`src/sip_pkg.sv`:
```
// sip_pkg: shared constants and control struct for the segment intersection block
// no dependencies
`timescale 1ns / 1ps

package sip_pkg;

    localparam int COORD_BITS_DEF = 16;
    localparam int FRAC_BITS_DEF  = 8;
    localparam int POINT_BITS     = 24;

    // control that travels alongside each pair through the pipe
    typedef struct packed {
        logic vld;
        logic hit;
        logic zero;
        logic negx;
        logic negy;
    } t_ctl;

endpackage

```
`src/sip_div_cell.sv`:
```
// sip_div_cell: one restoring-division step for the x and y quotients
// uses sip_pkg for the control struct
`timescale 1ns / 1ps

module sip_div_cell #(
    parameter int COORD_BITS = sip_pkg::COORD_BITS_DEF,
    parameter int FRAC_BITS  = sip_pkg::FRAC_BITS_DEF
) (
    input  logic                            i_clk,
    input  logic                            i_rst_n,
    input  logic                            i_en,
    input  sip_pkg::t_ctl                   i_ctl,
    input  logic [COORD_BITS-1:0]           i_sx,
    input  logic [COORD_BITS-1:0]           i_sy,
    input  logic [2*COORD_BITS+2:0]         i_den,
    input  logic [2*COORD_BITS+2:0]         i_remx,
    input  logic [2*COORD_BITS+2:0]         i_remy,
    input  logic [COORD_BITS+FRAC_BITS-1:0] i_nx,
    input  logic [COORD_BITS+FRAC_BITS-1:0] i_ny,
    input  logic [COORD_BITS+FRAC_BITS-1:0] i_qx,
    input  logic [COORD_BITS+FRAC_BITS-1:0] i_qy,
    output sip_pkg::t_ctl                   o_ctl,
    output logic [COORD_BITS-1:0]           o_sx,
    output logic [COORD_BITS-1:0]           o_sy,
    output logic [2*COORD_BITS+2:0]         o_den,
    output logic [2*COORD_BITS+2:0]         o_remx,
    output logic [2*COORD_BITS+2:0]         o_remy,
    output logic [COORD_BITS+FRAC_BITS-1:0] o_nx,
    output logic [COORD_BITS+FRAC_BITS-1:0] o_ny,
    output logic [COORD_BITS+FRAC_BITS-1:0] o_qx,
    output logic [COORD_BITS+FRAC_BITS-1:0] o_qy
);
    import sip_pkg::*;

    localparam int Q  = COORD_BITS + FRAC_BITS;
    localparam int DW = 2 * COORD_BITS + 3;

    logic [DW:0] tx, ty, dd;
    logic        gx, gy;

    always_comb begin
        dd = {1'b0, i_den};
        tx = {i_remx, i_nx[Q-1]};
        ty = {i_remy, i_ny[Q-1]};
        gx = (tx >= dd);
        gy = (ty >= dd);
    end

    always_ff @(posedge i_clk) begin
        if (!i_rst_n) begin
            o_ctl.vld <= 1'b0;
        end else if (i_en) begin
            o_ctl.vld <= i_ctl.vld;
        end
        if (i_en) begin
            o_ctl.hit  <= i_ctl.hit;
            o_ctl.zero <= i_ctl.zero;
            o_ctl.negx <= i_ctl.negx;
            o_ctl.negy <= i_ctl.negy;
            o_sx       <= i_sx;
            o_sy       <= i_sy;
            o_den      <= i_den;
            o_remx     <= DW'(gx ? tx - dd : tx);
            o_remy     <= DW'(gy ? ty - dd : ty);
            o_nx       <= i_nx << 1;
            o_ny       <= i_ny << 1;
            o_qx       <= {i_qx[Q-2:0], gx};
            o_qy       <= {i_qy[Q-2:0], gy};
        end
    end

endmodule
```
`config.mk`:
```
export PLATFORM = sky130hd
export DESIGN_NAME = sip_div_cell
export DESIGN_NICKNAME = d
export VERILOG_FILES = /design/src/sip_pkg.sv /design/src/sip_div_cell.sv
export SDC_FILE = /design/constraint.sdc
export NUM_CORES = 1
export LEC_CHECK = 0
export ABC_CLOCK_PERIOD_IN_PS = 4010
export CAP_MARGIN = 20
export CORE_AREA = 2 2 189 191
export DETAILED_ROUTE_END_ITERATION = 10
export DIE_AREA = 0 0 191 193
export DONT_BUFFER_PORTS = 1
export HOLD_SLACK_MARGIN = 0.06
export PLACE_DENSITY = 0.48
export SYNTH_ARGS = -nofsm -noshare
export SYNTH_HDL_FRONTEND = slang
export SYNTH_SLANG_ARGS = --single-unit
export TNS_END_PERCENT = 10
```
`constraint.sdc`:
```
create_clock -name i_clk -period 4.01 [get_ports i_clk]
set_clock_uncertainty 0.05 [all_clocks]
set_input_delay 0.6015 -clock i_clk [delete_from_list [all_inputs] [get_ports i_clk]]
set_output_delay 0.6015 -clock i_clk [all_outputs]
set_load 0.02 [all_outputs]
```
==> flow_summary.yaml, run 1 <==
synthesis:
  synth_ff_type: "sky130_fd_sc_hd__edfxtp_1"
  number_of_instances_in_the_synthesized_netlist: 1010
  synth.yosys.warnings: 0
  synth_area_leader_cell: "sky130_fd_sc_hd__edfxtp_1"
  synth_register_bits: 236
  netlist_top_cells_area: "sky130_fd_sc_hd__edfxtp_1 58%, sky130_fd_sc_hd__ha_1 7.3%, sky130_fd_sc_hd__a21oi_1 3.1%, sky130_fd_sc_hd__o21ai_0 2.9%, sky130_fd_sc_hd__nand2_1 2.8%"
  synth_largest_type_area_fraction: 0.585
  synthDistinctLibCells: 68
  synth.yosys.seq_area_share: 0.587
  synth.cell_area_sq_um: 12100
  async_reset_ff_frac: 0
  synth_edf_count: 235
  syn_avg_cell_area_sq_um: 11.9
floorplanning:
  die_area_sq_um: 36900
  count_of_pins_on_the_block_boundary: 479
  num_rows: 69
  floorplan.die.height_um: 193
  floorplan.initialDensity: 0.345
  fp.coreArea_sq_um: 35000
  die_width_um: 191
final_layout:
  nets: 1351
  most_frequent_cells_in_the_layout: "235 x sky130_fd_sc_hd__edfxtp_1, 91 x sky130_fd_sc_hd__nand2_1, 75 x sky130_fd_sc_hd__a21oi_1"
  finish.instance_area_sq_um: 13600
  n_fill_cell: 3331
  post_route_cells_drive_above_1_share: 0.109
  most_common_cell_after_layout_fill_and_taps_aside: "sky130_fd_sc_hd__edfxtp_1"
  layout-area-overhead-vs-synth_pct: 12.6
setup_path:
  setup.worst_path.class: "in2reg"
  arrival_ps: 3410
  r2r_setup_slack_ps: 3210
  r2r_start: "o_ctl[4]"
  critPathCaptureType: "flip-flop"
  worst-endpoint-required_ps: 4270
  nature_of_the_critical_path_startpoint: "input port"
  ff2ff_path_depth: 2
  path_max_fanout: 4
  worstReg2RegEnd: "o_ctl[4]"
power:
  power.total_mw: 6.80
  leakage_nw: 5.17
  vdd.ir_drop.worst_uv: 389
  power_density_nw_per_um2: 500
timing:
  clock_period_minus_final_worst_setup_slack_ps: 3150
  worst_slew_margin: 0.477
  report.final.slew_viol_count: 0
  timing.final.hold_violations: 0
  fmax_mhz: 318
  period_share: 0.785
  unrepaired_setup_endpoints_after_global_routing: "no"
  worst_slew_pin_slew_ps: 785
  setup_tns_ps: 0
  setup-violations-final: 0
cts:
  cts.sinks: 236
  cts_tree: "built"
  h-tree-depth: 1
  cts_made_buffers: 27
  clock-root-buffer: "sky130_fd_sc_hd__clkbuf_16"
  clock_path_buffers: 3
  insertion_delay_of_the_later_clocked_pin_in_the_worst_skew_pair_ps: 530
  clkSlewWorstSetupHoldPaths_ps: 70
  postCtsSetupBuffers: 0
placed_design:
  finalWeightedCongestion: 0.853
  post-dp-hpwl_um: 30800
  placement.cell_area_sq_um: 12700
  io_buffer_count: 0
global_route:
  grt_start_max_net_pins: 237
  first_global_vias: 7958
  remaining_overflow_grt: 0
  global_route.usage.total: 0.200
  grt_antenna_before_repair: 4
  grt_pass1_wl_um: 53700
drt:
  detail_route.wl_per_cell_um: 25.9
  drcViolationCount: 0
  vias_per_cell: 5.32
  antenna_violating_nets_post_route: 0
  totalWireLength_um: 39400
  vias: 8086
  firstDrtPassIters: 5
  number_of_drc_markers_in_iteration_0: 458
min_path:
  timing.hold.worst_path_depth: 0
  hold_end: "o_den[23]"
  min_from: "i_den[23]"
  min-delay-path-class: "in2reg"
flow_run:
  timing.max_cap.violations: 0
outcome:
  outcome: "finished clean"
critical path: stages:
cell and delay (ps):
sky130_fd_sc_hd__inv_1 70, sky130_fd_sc_hd__ha_1 370, sky130_fd_sc_hd__nand3_1 120, sky130_fd_sc_hd__o21bai_1 190
sky130_fd_sc_hd__and2_1 210, sky130_fd_sc_hd__o41ai_1 410, sky130_fd_sc_hd__buf_4 190, sky130_fd_sc_hd__o21ai_1 120
sky130_fd_sc_hd__o31ai_2 420, sky130_fd_sc_hd__a21oi_1 200, sky130_fd_sc_hd__xnor2_1 160, sky130_fd_sc_hd__o21ai_0 340
metal layers:
| metal | share of wire | track usage | up-vias |
|---|---|---|---|
| met5 | 0.00086 | 0 | - |
| met4 | 0.030 | 0.0668 | 6 |
| met3 | 0.095 | 0.0748 | 53 |
| met2 | 0.50 | 0.358 | 351 |
| met1 | 0.37 | 0.218 | 3864 |
| li1 | - | - | 3812 |
kinds of logic (layout without fill, tap and decap cells):
kind of cell | count (synthesis) | count (layout) | share of synthesized area
buf+inv | 104 | 151 | 0.0375
fa+ha+maj | 72 | 72 | 0.0759
mux | 10 | 10 | 0.0101
flops | 236 | 236 | 0.587
other cells | 1 | 3 | 0.000311
compound gates | 282 | 282 | 0.151
xor+xnor | 56 | 56 | 0.0407
simple gates | 249 | 249 | 0.0978
power by group:
part	switching (mW)	internal (mW)	total, mW	leakage [nW]
sequential	0.472	3.05	3.53	2.31
combinational	0.544	0.391	0.935	2.46
clock	1.03	1.31	2.34	0.406
total	2.05	4.75	6.80	5.17
how the worst max path moves through the flow:
stage                     slack (ps)      start         end  cells after the start
after detailed placement         350   i_den[4]  o_remx[25]                     12
final                            860   i_den[3]  o_remx[25]                     12
after floorplan                  820   i_ny[23]  o_remy[18]                     13
after CTS                        920   i_den[4]  o_remx[25]                     12
after global placement           380  i_den[17]   o_remx[5]                     11
after global routing             590   i_den[6]  o_remy[33]                     11
repair_timing:
action | 4_1_cts | 5_1_grt
hold buffers | 3 | 0
resized for setup | 0 | 0
setup endpoints to repair | 0 | 0
hold endpoints to repair | 3 | 0
sequential cells by signal, indices dropped and copies added (netlist names):
name and cells:
o_remx 35, o_qx 24, o_sy 16, o_nx 23, o_sx 16, o_qy 24
o_remy 35, o_ctl 5, o_den 35, o_ny 23
synthesized netlist by cell type, types with 8 or more instances:
library cell,n
sky130_fd_sc_hd__a21oi_2,23
sky130_fd_sc_hd__and3_1,8
sky130_fd_sc_hd__buf_2,14
sky130_fd_sc_hd__nand2_1,91
sky130_fd_sc_hd__nor3_1,15
sky130_fd_sc_hd__a21oi_1,75
sky130_fd_sc_hd__xnor2_1,30
sky130_fd_sc_hd__edfxtp_1,235
sky130_fd_sc_hd__nor2b_1,11
sky130_fd_sc_hd__xor2_1,26
sky130_fd_sc_hd__o21ai_0,71
sky130_fd_sc_hd__clkbuf_1,15
sky130_fd_sc_hd__a21o_1,33
sky130_fd_sc_hd__o21bai_1,14
sky130_fd_sc_hd__nor2_1,57
sky130_fd_sc_hd__nand3_1,16
sky130_fd_sc_hd__ha_1,70
sky130_fd_sc_hd__nand4_1,18
sky130_fd_sc_hd__inv_1,67
stage by stage:
| step | hold slack [ps] | worst slack [ps] | std cells | util |
|---|---|---|---|---|
| floorplan | 539 | 816 | 1011 | - |
| global placement | 556 | 383 | 1467 | 0.364 |
| detailed placement | 577 | 352 | 1467 | 0.364 |
| CTS | 60.9 | 916 | 1519 | 0.389 |
| global route | 64.2 | 589 | 1520 | 0.389 |
| finish | 90.7 | 863 | 1520 | 0.389 |
layout make-up:
type / instances / area [sq um] / share of cell area
inverter: 67 / 251 / 0.0185
clock inverter: 20 / 153 / 0.0112
timing repair buffer: 35 / 295 / 0.0217
multi-input combinational: 671 / 4550 / 0.335
clock buffer: 29 / 683 / 0.0503
antenna: 1 / 2.50 / 0.000184
tap: 461 / 577 / 0.0424
sequential: 236 / 7080 / 0.521
Note: power is estimated with default switching activity, not from simulation.
==> run 2, diff against run 1 <==
--- a/config.mk
+++ b/config.mk
@@ -5,14 +5,14 @@
 export SDC_FILE = /design/constraint.sdc
 export NUM_CORES = 1
 export LEC_CHECK = 0
-export ABC_CLOCK_PERIOD_IN_PS = 4010
+export ABC_CLOCK_PERIOD_IN_PS = 2700
 export CAP_MARGIN = 20
-export CORE_AREA = 2 2 189 191
+export CORE_AREA = 2 2 186 188
 export DETAILED_ROUTE_END_ITERATION = 10
-export DIE_AREA = 0 0 191 193
+export DIE_AREA = 0 0 188 190
 export DONT_BUFFER_PORTS = 1
 export HOLD_SLACK_MARGIN = 0.06
-export PLACE_DENSITY = 0.48
+export PLACE_DENSITY = 0.51
 export SYNTH_ARGS = -nofsm -noshare
 export SYNTH_HDL_FRONTEND = slang
 export SYNTH_SLANG_ARGS = --single-unit
==> constraint.sdc (replaced) <==
create_clock -name i_clk -period 2.7 [get_ports i_clk]
set_clock_uncertainty 0.05 [all_clocks]
set_input_delay 0.405 -clock i_clk [delete_from_list [all_inputs] [get_ports i_clk]]
set_output_delay 0.405 -clock i_clk [all_outputs]
set_load 0.02 [all_outputs]
==> run 2 against run 1 <==
Sequential power up 48%. Sequential share of layout area down 12 points. Total power up 64%. Final area up 31%. Non-clock buffer count up 416. Sequential cell count unchanged. Utilization up 14 points. Via count up 20%. Combinational power up 130%. Setup slack worse by 790 ps. Critical endpoint is now o_remy[16]. Largest cell class unchanged. Largest power group unchanged.
==> flow_summary.yaml, run 2 (synthesis gave the netlist of run 1 again) <==
cts:
  h-tree-depth: 1
  cts.sinks: 236
  clock_path_buffers: 3
  clock-root-buffer: "sky130_fd_sc_hd__clkbuf_16"
  cts_tree: "built"
  cts_made_buffers: 27
  postCtsSetupBuffers: 0
  insertion_delay_of_the_later_clocked_pin_in_the_worst_skew_pair_ps: 540
  clkSlewWorstSetupHoldPaths_ps: 60
timing:
  hold_ws_ps: 56.2
  setup_tns_ps: 0
  worst_slew_pin_slew_ps: 708
  clock_period_minus_final_worst_setup_slack_ps: 2620
  worst_slew_margin: 0.526
  unrepaired_setup_endpoints_after_global_routing: "yes"
  setup-violations-final: 0
  fmax_mhz: 381
  report.final.slew_viol_count: 0
  period_share: 0.971
  timing.final.hold_violations: 0
setup_path:
  critPathCaptureType: "flip-flop"
  timing.critical_path.slowest_stage_cell: "sky130_fd_sc_hd__a211o_2"
  nature_of_the_critical_path_startpoint: "input port"
  critical-path-max-stage-delay_ps: 410
  worstPathCellList: "clkinvlp_4 -> buf_4 -> ha_4 -> nand2b_4 -> a21oi_2 -> o211ai_1 -> nand4_2 -> a211oi_2 -> o311ai_1 -> a211o_2 -> buf_12 -> buf_12 -> nor2_1 -> a21oi_2"
  arrival_ps: 2850
  setup.worst_path.class: "in2reg"
  path_max_fanout: 24
  worst-endpoint-required_ps: 2930
placed_design:
  post-dp-hpwl_um: 32300
  place_inst: 1646
  finalWeightedCongestion: 0.879
  io_buffer_count: 0
drt:
  totalWireLength_um: 43900
  drcViolationCount: 0
  firstDrtPassIters: 5
  detail_route.wl_per_cell_um: 22.7
  number_of_drc_markers_in_iteration_0: 462
  vias: 9682
  antenna_violating_nets_post_route: 0
  vias_per_cell: 5.02
power:
  leakage_nw: 7.10
  vdd.ir_drop.worst_uv: 484
  power.total_mw: 11.2
  power_density_nw_per_um2: 627
floorplanning:
  floorplan.initialDensity: 0.355
  die_width_um: 188
  die_area_sq_um: 35700
  fp.coreArea_sq_um: 33900
  count_of_pins_on_the_block_boundary: 479
  floorplan.die.height_um: 190
  num_rows: 68
global_route:
  remaining_overflow_grt: 0
  grt_start_max_net_pins: 237
  first_global_vias: 9890
  global_route.usage.total: 0.231
  grt_antenna_before_repair: 1
  grt_pass1_wl_um: 61400
final_layout:
  layout.core_utilization: 0.525
  nets: 1767
  layout.cells.non_filler: 1928
  n_antenna_cell: 0
  most_common_cell_after_layout_fill_and_taps_aside: "sky130_fd_sc_hd__edfxtp_1"
  reg.largest.list: "o_den x35, o_remx x35, o_remy x35"
  most_frequent_cells_in_the_layout: "235 x sky130_fd_sc_hd__edfxtp_1, 233 x sky130_fd_sc_hd__dlygate4sd3_1, 212 x sky130_fd_sc_hd__buf_4"
  layout-area-overhead-vs-synth_pct: 47.7
  post_route_cells_drive_above_1_share: 0.245
flow_run:
  timing.max_cap.violations: 0
outcome:
  outcome: "finished clean"
min_path:
  min-delay-path-class: "in2reg"
[run 2: cell types whose count changed in the layout (fill, tap and decap cells not counted), sizes merged, moves of 3 or more]
cell,previous run,this run
clkinv,14,9
dlygate4sd3,3,233
buf,32,218
clkbuf,29,34
bufinv,1,4
[run 2: final cells by class]
type                            instances  area (sq um)
Clock buffer                           34           712
Clock inverter                         14           181
Fill cell                            2892         16100
Inverter                               67           273
Multi-Input combinational cell        671          4980
Sequential cell                       236          7080
Tap cell                              455           569
Timing Repair Buffer                  451          4030
[run 2: worst paths after layout]
path	slack, ps	cells past startpoint	startpoint	endpoint
setup / recovery	80	14	i_den[2]	o_remy[16]
setup reg to reg	1380	3	o_ctl[4]	o_ctl[4]
hold / removal	60	0	i_en	o_remy[30]
hold reg to reg	1140	3	o_ctl[4]	o_ctl[4]
[run 2: worst max-delay path, delay by kind of cell]
kind	cells	cell delay, ps
and+or+nand+nor	3	350
adders and majority gates	1	250
AOI/OAI and AO/OA	6	1210
buffers and inverters	4	620
[run 2: stage by stage]
stage | setup slack (ps) | instance area [sq um]
2_1_floorplan | -155 | 12500
3_3_place_gp | -552 | 14500
3_5_place_dp | -638 | 14500
4_1_cts | 16.9 | 17700
5_1_grt | -27.3 | 17800
6_report | 78.0 | 17800
[run 2: repair_timing]
item                                    in CTS  in global routing
hold buffers                               229                  5
resized for setup                            1                 26
endpoints found under the setup margin      13                 47
hold endpoints to repair                   463                 66
pin swaps                                    1                  9
[run 2: metal layers]
metal,vias to the layer above,part of all wire,track usage
li1,4646,-,-
met1,4627,0.41,0.278
met2,349,0.49,0.410
met3,58,0.067,0.0553
met4,2,0.028,0.0697
met5,-,0.00030,0
[run 2: power by group]
group	leakage (nW)	internal, mW	switching [mW]
registers	2.31	4.53	0.704
clock network	0.437	2.25	1.52
logic	4.36	1.15	1.02
